--- src/hdl/mcpwm_pkg.sv ---
// ----------------------------------------------------------------------------
// mcpwm_pkg - shared types and constants for the multi-channel PWM pin driver
// Request and result layouts, mode codes, limits and register map.
// ----------------------------------------------------------------------------
package mcpwm_pkg;

    localparam int MCPWM_CHANNELS = 8;
    localparam int MCPWM_MAX_CHANNELS = 16;

    localparam int APB_ADDR_W = 3;
    localparam int APB_DATA_W = 32;
    localparam logic REG_TICK_PRESCALE = 1'b0;

    localparam logic [7:0] PRESCALE_RST = 8'd4;
    localparam logic [7:0] DUTY_MAX     = 8'd255;
    localparam logic [7:0] COUNT_WRAP   = 8'd255;
    localparam logic [3:0] PIN_MAX      = 4'd7;

    localparam logic [2:0] MODE_TICK    = 3'd0;
    localparam logic [2:0] MODE_CONFIG  = 3'd1;
    localparam logic [2:0] MODE_DUTY    = 3'd2;
    localparam logic [2:0] MODE_ENABLE  = 3'd3;
    localparam logic [2:0] MODE_DISABLE = 3'd4;
    localparam logic [2:0] MODE_QUERY   = 3'd5;

    typedef struct packed {
        logic [2:0] mode;
        logic [3:0] channel;
        logic [1:0] port_select;
        logic [3:0] pin_number;
        logic [9:0] duty_value;
    } t_req;

    typedef struct packed {
        logic [7:0] port1_level;
        logic [7:0] port2_level;
        logic [7:0] port3_level;
        logic [7:0] port1_used;
        logic [7:0] port2_used;
        logic [7:0] port3_used;
        logic       accepted;
        logic [7:0] duty_read;
        logic       enabled_read;
    } t_rsp;

endpackage

--- src/hdl/mcpwm_req_if.sv ---
// ----------------------------------------------------------------------------
// mcpwm_req_if - request channel
// Valid/ready channel carrying one PWM request.
// ----------------------------------------------------------------------------
interface mcpwm_req_if;
    import mcpwm_pkg::*;

    logic valid;
    logic ready;
    t_req payload;

    modport source (output valid, output payload, input ready);
    modport sink (input valid, input payload, output ready);
endinterface

--- src/hdl/mcpwm_rsp_if.sv ---
// ----------------------------------------------------------------------------
// mcpwm_rsp_if - result channel
// Valid/ready channel carrying one PWM result.
// ----------------------------------------------------------------------------
interface mcpwm_rsp_if;
    import mcpwm_pkg::*;

    logic valid;
    logic ready;
    t_rsp payload;

    modport source (output valid, output payload, input ready);
    modport sink (input valid, input payload, output ready);
endinterface

--- src/hdl/multi_channel_pwm_pin_driver.sv ---
// ----------------------------------------------------------------------------
// multi_channel_pwm_pin_driver - multi-channel PWM generator for three ports
// Drives PWM levels onto pins of three 8-bit ports from a per-channel table.
// ----------------------------------------------------------------------------
//
//  Channel   Direction  Handshake                 Content
//  i_req     in         valid/ready               mode, channel, port, pin, duty
//  o_rsp     out        valid/ready               levels, masks, query data
//  APB       in         psel/penable/pready       tick_prescale at byte 0
//
//  A tick walks the channels one per cycle through the single duty
//  comparator, set by the table read port, then gives its result.
//  Every other mode steps through decode, table update and result.
//  A new request is taken once the sequencer is back in idle; a finished
//  result waits in the output register while the next request runs.
//  Reset (synchronous, active low) clears all channel tables, the ownership
//  masks and both counters, and sets the prescale to 4.
//
module multi_channel_pwm_pin_driver #(
    parameter int CHANNELS = mcpwm_pkg::MCPWM_CHANNELS
) (
    input  logic                              i_clk,
    input  logic                              i_rst_n,
    mcpwm_req_if.sink                         i_req,
    mcpwm_rsp_if.source                       o_rsp,
    input  logic                              psel,
    input  logic                              penable,
    input  logic                              pwrite,
    input  logic [mcpwm_pkg::APB_ADDR_W-1:0]  paddr,
    input  logic [mcpwm_pkg::APB_DATA_W-1:0]  pwdata,
    output logic [mcpwm_pkg::APB_DATA_W-1:0]  prdata,
    output logic                              pready
);
    import mcpwm_pkg::*;

    logic [7:0] tick_prescale;
    logic       core_valid;
    logic       core_ready;
    t_rsp       core_rsp;

    // output register: valid flag plus held result
    logic       r_rsp_valid;
    t_rsp       r_rsp;

    mcpwm_apb u_apb (
        .i_clk           (i_clk),
        .i_rst_n         (i_rst_n),
        .psel            (psel),
        .penable         (penable),
        .pwrite          (pwrite),
        .paddr           (paddr),
        .pwdata          (pwdata),
        .prdata          (prdata),
        .pready          (pready),
        .o_tick_prescale (tick_prescale)
    );

    mcpwm_core #(
        .CHANNELS (CHANNELS)
    ) u_core (
        .i_clk           (i_clk),
        .i_rst_n         (i_rst_n),
        .i_tick_prescale (tick_prescale),
        .i_req           (i_req),
        .o_rsp_valid     (core_valid),
        .i_rsp_ready     (core_ready),
        .o_rsp           (core_rsp)
    );

    // take a new result when the register is empty or being drained
    assign core_ready = !r_rsp_valid || o_rsp.ready;

    always_ff @(posedge i_clk) begin
        if (!i_rst_n) begin
            r_rsp_valid <= 1'b0;
        end else if (core_ready) begin
            r_rsp_valid <= core_valid;
        end
    end

    // hold the payload while the sink stalls
    always_ff @(posedge i_clk) begin
        if (core_ready && core_valid) begin
            r_rsp <= core_rsp;
        end
    end

    assign o_rsp.valid   = r_rsp_valid;
    assign o_rsp.payload = r_rsp;

endmodule

--- src/hdl/mcpwm_apb.sv ---
// ----------------------------------------------------------------------------
// mcpwm_apb - configuration register port
// Holds the tick prescale register behind an APB-style slave.
// ----------------------------------------------------------------------------
module mcpwm_apb (
    input  logic                              i_clk,
    input  logic                              i_rst_n,
    input  logic                              psel,
    input  logic                              penable,
    input  logic                              pwrite,
    input  logic [mcpwm_pkg::APB_ADDR_W-1:0]  paddr,
    input  logic [mcpwm_pkg::APB_DATA_W-1:0]  pwdata,
    output logic [mcpwm_pkg::APB_DATA_W-1:0]  prdata,
    output logic                              pready,
    output logic [7:0]                        o_tick_prescale
);
    import mcpwm_pkg::*;

    logic [7:0] r_prescale;
    logic       wr_en;
    logic       sel_prescale;

    assign sel_prescale = (paddr[APB_ADDR_W-1] == REG_TICK_PRESCALE);
    assign wr_en        = psel && penable && pwrite && pready;
    assign pready       = 1'b1;

    always_ff @(posedge i_clk) begin
        if (!i_rst_n) begin
            r_prescale <= PRESCALE_RST;
        end else if (wr_en && sel_prescale) begin
            r_prescale <= pwdata[7:0];
        end
    end

    assign prdata          = sel_prescale ? APB_DATA_W'(r_prescale) : '0;
    assign o_tick_prescale = r_prescale;

endmodule

--- src/hdl/mcpwm_core.sv ---
// ----------------------------------------------------------------------------
// mcpwm_core - channel tables and sequencer
// Walks the channels through one shared duty comparator on a tick and
// executes table updates and queries for the other modes.
// ----------------------------------------------------------------------------
module mcpwm_core #(
    parameter int CHANNELS = mcpwm_pkg::MCPWM_CHANNELS
) (
    input  logic               i_clk,
    input  logic               i_rst_n,
    input  logic [7:0]         i_tick_prescale,
    mcpwm_req_if.sink          i_req,
    output logic               o_rsp_valid,
    input  logic               i_rsp_ready,
    output mcpwm_pkg::t_rsp    o_rsp
);
    import mcpwm_pkg::*;

    localparam int CW = (CHANNELS > 1) ? $clog2(CHANNELS) : 1;
    localparam logic [4:0]    CH_COUNT = 5'(CHANNELS);
    localparam logic [CW-1:0] LAST_IDX = CW'(CHANNELS - 1);

    localparam logic [1:0] ST_IDLE = 2'd0;
    localparam logic [1:0] ST_SCAN = 2'd1;
    localparam logic [1:0] ST_EXEC = 2'd2;
    localparam logic [1:0] ST_RESP = 2'd3;

    logic [1:0]          r_state, n_state;
    logic [CW-1:0]       r_idx, n_idx;
    t_req                r_req;
    logic [7:0]          r_duty [CHANNELS];
    logic [7:0]          n_duty [CHANNELS];
    logic [CHANNELS-1:0] r_en, n_en;
    logic [1:0]          r_port [CHANNELS];
    logic [1:0]          n_port [CHANNELS];
    logic [2:0]          r_pin [CHANNELS];
    logic [2:0]          n_pin [CHANNELS];
    logic [2:0][7:0]     r_owned, n_owned;
    logic [2:0][7:0]     r_lv, n_lv;
    logic [7:0]          r_count, n_count;
    logic [7:0]          r_pre, n_pre;
    logic                r_acc, n_acc;
    logic [7:0]          r_dr, n_dr;
    logic                r_er, n_er;

    logic [CW-1:0] rd_idx;
    logic [7:0]    rd_duty;
    logic          rd_en;
    logic [1:0]    rd_port;
    logic [2:0]    rd_pin;
    logic          hit;
    logic [7:0]    pin_onehot;
    logic          ch_ok;
    logic          cfg_ok;
    logic [7:0]    pre_inc;
    logic [7:0]    cnt_inc;
    logic [7:0]    duty_sat;

    // single read port on the tables: scan index or addressed channel
    assign rd_idx  = (r_state == ST_SCAN) ? r_idx : r_req.channel[CW-1:0];
    assign rd_duty = r_duty[rd_idx];
    assign rd_en   = r_en[rd_idx];
    assign rd_port = r_port[rd_idx];
    assign rd_pin  = r_pin[rd_idx];

    // shared compare unit
    assign hit        = rd_en && (rd_duty > r_count) && (rd_port != 2'd0);
    assign pin_onehot = 8'd1 << rd_pin;

    assign ch_ok    = {1'b0, r_req.channel} < CH_COUNT;
    assign cfg_ok   = ch_ok && (r_req.pin_number <= PIN_MAX) && (r_req.port_select != 2'd0);
    assign pre_inc  = r_pre + 8'd1;
    assign cnt_inc  = r_count + 8'd1;
    assign duty_sat = (r_req.duty_value > 10'(DUTY_MAX)) ? DUTY_MAX : r_req.duty_value[7:0];

    always_comb begin
        n_state = r_state;
        n_idx   = r_idx;
        n_duty  = r_duty;
        n_en    = r_en;
        n_port  = r_port;
        n_pin   = r_pin;
        n_owned = r_owned;
        n_lv    = r_lv;
        n_count = r_count;
        n_pre   = r_pre;
        n_acc   = r_acc;
        n_dr    = r_dr;
        n_er    = r_er;
        unique case (r_state)
            ST_IDLE: begin
                if (i_req.valid) begin
                    n_idx   = '0;
                    n_lv    = '0;
                    n_acc   = 1'b0;
                    n_dr    = 8'd0;
                    n_er    = 1'b0;
                    n_state = (i_req.payload.mode == MODE_TICK) ? ST_SCAN : ST_EXEC;
                end
            end
            ST_SCAN: begin
                for (int k = 0; k < 3; k++) begin
                    if (hit && (rd_port == 2'(k + 1))) begin
                        n_lv[k] = r_lv[k] | pin_onehot;
                    end
                end
                if (r_idx == LAST_IDX) begin
                    // advance the shared counter once per prescale ticks
                    n_pre = pre_inc;
                    if (pre_inc >= i_tick_prescale) begin
                        n_pre   = 8'd0;
                        n_count = (cnt_inc >= COUNT_WRAP) ? 8'd0 : cnt_inc;
                    end
                    n_state = ST_RESP;
                end else begin
                    n_idx = r_idx + CW'(1);
                end
            end
            ST_EXEC: begin
                unique case (r_req.mode)
                    MODE_CONFIG: begin
                        if (cfg_ok) begin
                            n_port[rd_idx] = r_req.port_select;
                            n_pin[rd_idx]  = r_req.pin_number[2:0];
                            for (int k = 0; k < 3; k++) begin
                                if (r_req.port_select == 2'(k + 1)) begin
                                    n_owned[k] = r_owned[k]
                                               | (8'd1 << r_req.pin_number[2:0]);
                                end
                            end
                            n_acc = 1'b1;
                        end
                    end
                    MODE_DUTY: begin
                        if (ch_ok) begin
                            n_duty[rd_idx] = duty_sat;
                        end
                    end
                    MODE_ENABLE: begin
                        if (ch_ok) begin
                            n_en[rd_idx] = 1'b1;
                        end
                    end
                    MODE_DISABLE: begin
                        if (ch_ok) begin
                            n_en[rd_idx] = 1'b0;
                        end
                    end
                    MODE_QUERY: begin
                        if (ch_ok) begin
                            n_dr = rd_duty;
                            n_er = rd_en;
                        end
                    end
                    default: begin
                    end
                endcase
                n_state = ST_RESP;
            end
            ST_RESP: begin
                if (i_rsp_ready) begin
                    n_state = ST_IDLE;
                end
            end
            default: begin
                n_state = ST_IDLE;
            end
        endcase
    end

    always_ff @(posedge i_clk) begin
        if (!i_rst_n) begin
            r_state <= ST_IDLE;
            r_idx   <= '0;
            r_en    <= '0;
            r_owned <= '0;
            r_lv    <= '0;
            r_count <= 8'd0;
            r_pre   <= 8'd0;
            r_acc   <= 1'b0;
            r_dr    <= 8'd0;
            r_er    <= 1'b0;
            for (int c = 0; c < CHANNELS; c++) begin
                r_duty[c] <= 8'd0;
                r_port[c] <= 2'd0;
                r_pin[c]  <= 3'd0;
            end
        end else begin
            r_state <= n_state;
            r_idx   <= n_idx;
            r_duty  <= n_duty;
            r_en    <= n_en;
            r_port  <= n_port;
            r_pin   <= n_pin;
            r_owned <= n_owned;
            r_lv    <= n_lv;
            r_count <= n_count;
            r_pre   <= n_pre;
            r_acc   <= n_acc;
            r_dr    <= n_dr;
            r_er    <= n_er;
        end
    end

    always_ff @(posedge i_clk) begin
        if ((r_state == ST_IDLE) && i_req.valid) begin
            r_req <= i_req.payload;
        end
    end

    assign i_req.ready = (r_state == ST_IDLE);
    assign o_rsp_valid = (r_state == ST_RESP);

    always_comb begin
        o_rsp.port1_level  = r_lv[0] & r_owned[0];
        o_rsp.port2_level  = r_lv[1] & r_owned[1];
        o_rsp.port3_level  = r_lv[2] & r_owned[2];
        o_rsp.port1_used   = r_owned[0];
        o_rsp.port2_used   = r_owned[1];
        o_rsp.port3_used   = r_owned[2];
        o_rsp.accepted     = r_acc;
        o_rsp.duty_read    = r_dr;
        o_rsp.enabled_read = r_er;
    end

`ifndef ASSERT_OFF
    a_busy_after_accept: assert property (@(posedge i_clk) disable iff (!i_rst_n)
        (i_req.valid && i_req.ready) |=> (r_state != ST_IDLE))
        else $error("sequencer idle after accepting a request");

    a_owned_sticky: assert property (@(posedge i_clk) disable iff (!i_rst_n)
        $past(i_rst_n) |-> ((r_owned & $past(r_owned)) == $past(r_owned)))
        else $error("ownership mask lost a bit");

    a_count_range: assert property (@(posedge i_clk) disable iff (!i_rst_n)
        r_count != COUNT_WRAP)
        else $error("shared counter reached wrap value");

    a_scan_range: assert property (@(posedge i_clk) disable iff (!i_rst_n)
        (r_state == ST_SCAN) |-> (32'(r_idx) < CHANNELS))
        else $error("scan index beyond channel count");

    a_acc_config_only: assert property (@(posedge i_clk) disable iff (!i_rst_n)
        ((r_state == ST_RESP) && (r_req.mode != MODE_CONFIG)) |-> !r_acc)
        else $error("accepted flag set outside configure");
`endif

endmodule

--- src/flat_wrapper.sv ---
// flat-port wrapper written by rule: the top's interface ports become plain ports
module multi_channel_pwm_pin_driver_flat import mcpwm_pkg::*;
#(
    parameter int CHANNELS = mcpwm_pkg::MCPWM_CHANNELS
)
  (i_clk, i_rst_n, psel, penable, pwrite, paddr, pwdata, prdata, pready, i_req_valid, i_req_payload, i_req_ready, o_rsp_valid, o_rsp_payload, o_rsp_ready);
  mcpwm_req_if i_req_i ();
  mcpwm_rsp_if o_rsp_i ();
  input  logic i_clk;
  input  logic i_rst_n;
  input  logic psel;
  input  logic penable;
  input  logic pwrite;
  input  logic [mcpwm_pkg::APB_ADDR_W-1:0] paddr;
  input  logic [mcpwm_pkg::APB_DATA_W-1:0] pwdata;
  output logic [mcpwm_pkg::APB_DATA_W-1:0] prdata;
  output logic pready;
  input wire logic [$bits(i_req_i.valid)-1:0] i_req_valid;
  input wire logic [$bits(i_req_i.payload)-1:0] i_req_payload;
  output wire logic [$bits(i_req_i.ready)-1:0] i_req_ready;
  output wire logic [$bits(o_rsp_i.valid)-1:0] o_rsp_valid;
  output wire logic [$bits(o_rsp_i.payload)-1:0] o_rsp_payload;
  input wire logic [$bits(o_rsp_i.ready)-1:0] o_rsp_ready;
  assign i_req_i.valid = i_req_valid;
  assign i_req_i.payload = i_req_payload;
  assign i_req_ready = i_req_i.ready;
  assign o_rsp_valid = o_rsp_i.valid;
  assign o_rsp_payload = o_rsp_i.payload;
  assign o_rsp_i.ready = o_rsp_ready;
  multi_channel_pwm_pin_driver #(.CHANNELS(CHANNELS)) u_core (.i_clk(i_clk), .i_rst_n(i_rst_n), .i_req(i_req_i), .o_rsp(o_rsp_i), .psel(psel), .penable(penable), .pwrite(pwrite), .paddr(paddr), .pwdata(pwdata), .prdata(prdata), .pready(pready));
endmodule
--- config.mk ---
export PLATFORM = sky130hd
export DESIGN_NAME = multi_channel_pwm_pin_driver_flat
export DESIGN_NICKNAME = d
export VERILOG_FILES = /design/src/hdl/mcpwm_pkg.sv /design/src/hdl/mcpwm_req_if.sv /design/src/hdl/mcpwm_rsp_if.sv /design/src/hdl/multi_channel_pwm_pin_driver.sv /design/src/hdl/mcpwm_apb.sv /design/src/hdl/mcpwm_core.sv /design/src/flat_wrapper.sv
export SDC_FILE = /design/constraint.sdc
export NUM_CORES = 1
export LEC_CHECK = 0
export CAP_MARGIN = 15
export CORE_MARGIN = 1
export CORE_UTILIZATION = 57
export DETAILED_ROUTE_END_ITERATION = 16
export DONT_BUFFER_PORTS = 1
export GPL_ROUTABILITY_DRIVEN = 0
export PLACE_DENSITY = 0.83
export SETUP_SLACK_MARGIN = 0.02
export SKIP_CTS_REPAIR_TIMING = 1
export SLEW_MARGIN = 15
export SYNTH_ARGS = -nofsm -noshare
export SYNTH_HDL_FRONTEND = slang
export SYNTH_HIERARCHICAL = 1
export SYNTH_SLANG_ARGS = --single-unit
--- constraint.sdc ---
create_clock -name i_clk -period 3.2 [get_ports i_clk]
set_input_delay 0 -clock i_clk [delete_from_list [all_inputs] [get_ports i_clk]]
set_output_delay 0 -clock i_clk [all_outputs]
set_load 0.005 [all_outputs]
==> results.md <==
- Outcome: complete, but fails checks
- Violated checks: setup timing
- VDD IR max: 513 uV
- Final Hold Viols: 0
- WHS Endpoint: u_core/u_apb/o_tick_prescale[6]$_SDFFE_PN0P_
- Synth-to-Final Area Change: 17.7%
- Hold depth: 2
- CP bufs+invs: 5
- Horiz. Die Dim: 150 um
- Placement row count: 53
- Crit-path leading delay family: compound AO/OA/AOI/OAI gates
- FF-to-FF Start: u_core/u_core/r_state[1]$_SDFFE_PN0P_
- Synth unique cells: 75
- Crit Path Max Fanout: 6
- Cts bufs inserted: 28
- IO Pins: 158
- Worst skew pair latency: 0.56 ns
- Setup-failing EPs final: 12
- Inserted Diodes: 0
- CTS root buf: clkbuf_16
- Pwr dens: 677 nW/um2
- Primary FF master, synth: dfxtp_1
- Max Cap Viol: 0
- Overall Global Routing Usage: 25.1%
- Clk_skew: 0.0173 ns
- Slew margin rel.: 27.4%
- Wire length per cell: 20.4 um
- FF+latch count, synth: 281
- Commonest non-fill, non-tap cells in the layout: dfxtp_1, nand2_1, edfxtp_1, o211a_1, nor2_1
- Share of layout cells above drive strength 1: 15.4%
- Clk sinks: 281
- Reg2Reg Depth: 17
- Worst Slack Setup Final: -0.0937 ns
- Average size of a mapped cell: 10.3 um2
- Hold_sp: penable
- Detailed Place HPWL: 18.7 mm
- Initial DRC Count: 865
- Post-synthesis sequential area ratio: 51.9%
- Hold Crit Class: in -> reg
- Final ANT Viol Nets: 0
- H-tree lvl count: 1
- Crit-path max cell delay: 0.33 ns
- Cell Chain, Critical Path: inv_2 > ha_4 > mux2i_4 > buf_12 > buf_6 > nand2_2 > a32o_1 > nor3_2 > ha_1 > nor2b_4 > o211ai_1 > a21o_1 > a21oi_2 > buf_6 > nand4b_4 > buf_6 > o31ai_1
- R2r endpoint: u_core/u_core/r_lv[20]$_SDFFE_PN0P_
- DR pass1 iterations: 6
- CP max stage cell: dfxtp_2
- Pin count of the biggest net entering global routing: 188
- DRC Markers: 0
- Die Y: 150 um
- CP Data Arrival Time: 3.75 ns
- Critical path required time: 3.66 ns
- Asr flop ratio synth: 0%
- Clk buf depth: 3
- CTS tree: built
- Number of flops mapped to enable cells by yosys: 81
- DP Area: 12,700 um2
- Peak Freq: 304 MHz
- Post-layout instance area: 14,600 um2
- Tmin final: 3.29 ns
- Clock transition at the registers of the reported paths: 0.06 ns
- R2r setup slk: -0.09 ns
- Crit Path Category: reg -> reg
- Initial antenna violation count: 0
- Critical Path Start Type: flop
- Routed wire length: 31.9 mm
- Final nets: 1,355
- Crit path from: u_core/u_core/r_state[1]$_SDFFE_PN0P_
- Worst Max-Slew Pin Slew: 1.09 ns
- Number of global-route vias before repair: 8,519
- Global-route wire length before repair: 44.5 mm
- Final Max Tran Viols: 0
- Total grt overflow: 0
- Fin Hold WS: 0.0195 ns
- RSZ-0062 raised after global routing: yes
- Core area: 21,200 um2
- Most common library cell in the layout ignoring fill and taps: dfxtp_1
- Tcrit/Tclk final: 103%
- Syn Inst Count: 1,203
- Avg Vias per Cell: 6.19
- Synthesized cell area: 12,400 um2
- Initial core utilization: 58.7%
- Vias: 9,662
- CP endpoint kind: flop
- Port Buffers: 0
- Most frequent CP cell: buf_6
- Die area: 22,400 um2
- P_leak: 6.05 nW
- Synth warn: 6
[kinds of logic (layout without fill, tap and decap cells)]
kind of cell	after synthesis	in the layout	share of synthesized area, %
buffers and inverters	129	188	5.42
xor gates and xnor gates	11	11	0.776
muxes	57	58	4.89
AOI/OAI and AO/OA	259	260	17.1
DFF	281	281	51.9
adders and majority gates	25	25	2.52
other	2	25	0.0605
and+or+nand+nor	439	439	17.4
[metal layers]
metal | GRT usage [%] | up-vias | part of all wire (%)
met5 | 0 | - | 0
met4 | 10.9 | 0 | 3.9
met3 | 3.60 | 103 | 6.9
met2 | 42.4 | 466 | 49
met1 | 31.8 | 4715 | 40
li1 | - | 4378 | -
[state kept, by name (all words and copies together), names as in the netlist, 16 cells and up, named ones only]
signal and count:
u_core/u_core/r_duty 64, u_core/o_rsp.payload 58, u_core/u_core/o_rsp 24, u_core/u_core/r_lv 24
u_core/u_core/r_pin 24, u_core/u_core/r_req 23, u_core/u_core/r_port 16
[worst reg2reg max path, cell delays in order (launching register included)]
cell and delay [ns]:
dfxtp_2 0.33, inv_2 0.08, ha_4 0.20, mux2i_4 0.31, buf_12 0.17, buf_6 0.11, nand2_2 0.04, a32o_1 0.25
nor3_2 0.20, ha_1 0.20, nor2b_4 0.13, o211ai_1 0.10, a21o_1 0.20, a21oi_2 0.17, buf_6 0.14, nand4b_4 0.13
buf_6 0.18, o31ai_1 0.28
[final cells by class]
class / instances / area, um2
clock inverters: 12 / 131
well taps: 275 / 344
inverters: 24 / 90.1
fillers: 1392 / 6550
repair buffers: 112 / 1040
flip-flops and latches: 281 / 6440
clock buffers: 40 / 796
multi-input cells: 818 / 5760
[where the power goes]
part	leakage (nW)	total (mW)	internal, mW	switching (mW)
sequential	2.34	4.11	3.92	0.192
clock	0.449	3.26	1.89	1.37
combinational	3.27	2.52	0.994	1.52
[worst max-delay path by stage]
| stage | depth (start not counted) | end |
|---|---|---|
| 2_1_floorplan | 17 | u_core/u_core/r_lv[14]$_SDFFE_PN0P_ |
| 3_3_place_gp | 14 | u_core/u_core/r_lv[13]$_SDFFE_PN0P_ |
| 3_5_place_dp | 13 | u_core/u_core/r_lv[1]$_SDFFE_PN0P_ |
| 4_1_cts | 14 | u_core/u_core/r_lv[14]$_SDFFE_PN0P_ |
| 5_1_grt | 17 | u_core/u_core/r_lv[20]$_SDFFE_PN0P_ |
| 6_report | 17 | u_core/u_core/r_lv[20]$_SDFFE_PN0P_ |
[synthesized netlist by cell type (all sizes together), types with 5 or more instances]
master / instances / share of area (%)
o41ai: 5 / 0.41
mux2: 6 / 0.57
a21oi: 22 / 0.89
nor2: 60 / 1.8
ha: 25 / 2.5
o22ai: 16 / 0.86
or2: 6 / 0.30
a21boi: 27 / 1.7
xor2: 5 / 0.35
a22oi: 18 / 1.1
mux2i: 49 / 4.0
o211a: 65 / 5.2
a31oi: 7 / 0.35
o21ai: 19 / 0.77
a221oi: 5 / 0.54
o31ai: 19 / 1.1
and3: 10 / 0.50
dfxtp: 200 / 32
buf: 59 / 3.3
nand2: 180 / 5.4
nor3: 16 / 0.65
inv: 24 / 0.73
nand2b: 13 / 0.72
nand3b: 6 / 0.36
o21a: 17 / 1.0
xnor2: 6 / 0.42
nor2b: 51 / 2.6
edfxtp: 81 / 20
nand3: 33 / 1.4
a32o: 13 / 1.0
clkbuf: 46 / 1.4
and2: 34 / 1.7
and2b: 8 / 0.56
[through the flow]
| stage | utilization, % | TNS [ns] | worst slack (ns) | power, mW | instances |
|---|---|---|---|---|---|
| 2_1_floorplan | - | 0 | 0.0386 | 5.47 | 1226 |
| 3_3_place_gp | 60.1 | -5.53 | -0.242 | 6.08 | 1453 |
| 3_5_place_dp | 60.1 | -8.42 | -0.396 | 6.14 | 1453 |
| 4_1_cts | 64.5 | -7.94 | -0.371 | 9.37 | 1505 |
| 5_1_grt | 69.0 | -2.50 | -0.228 | 10.2 | 1562 |
| 6_report | 69.0 | -0.346 | -0.0937 | 9.89 | 1562 |
(Power assumes the default switching activity.)
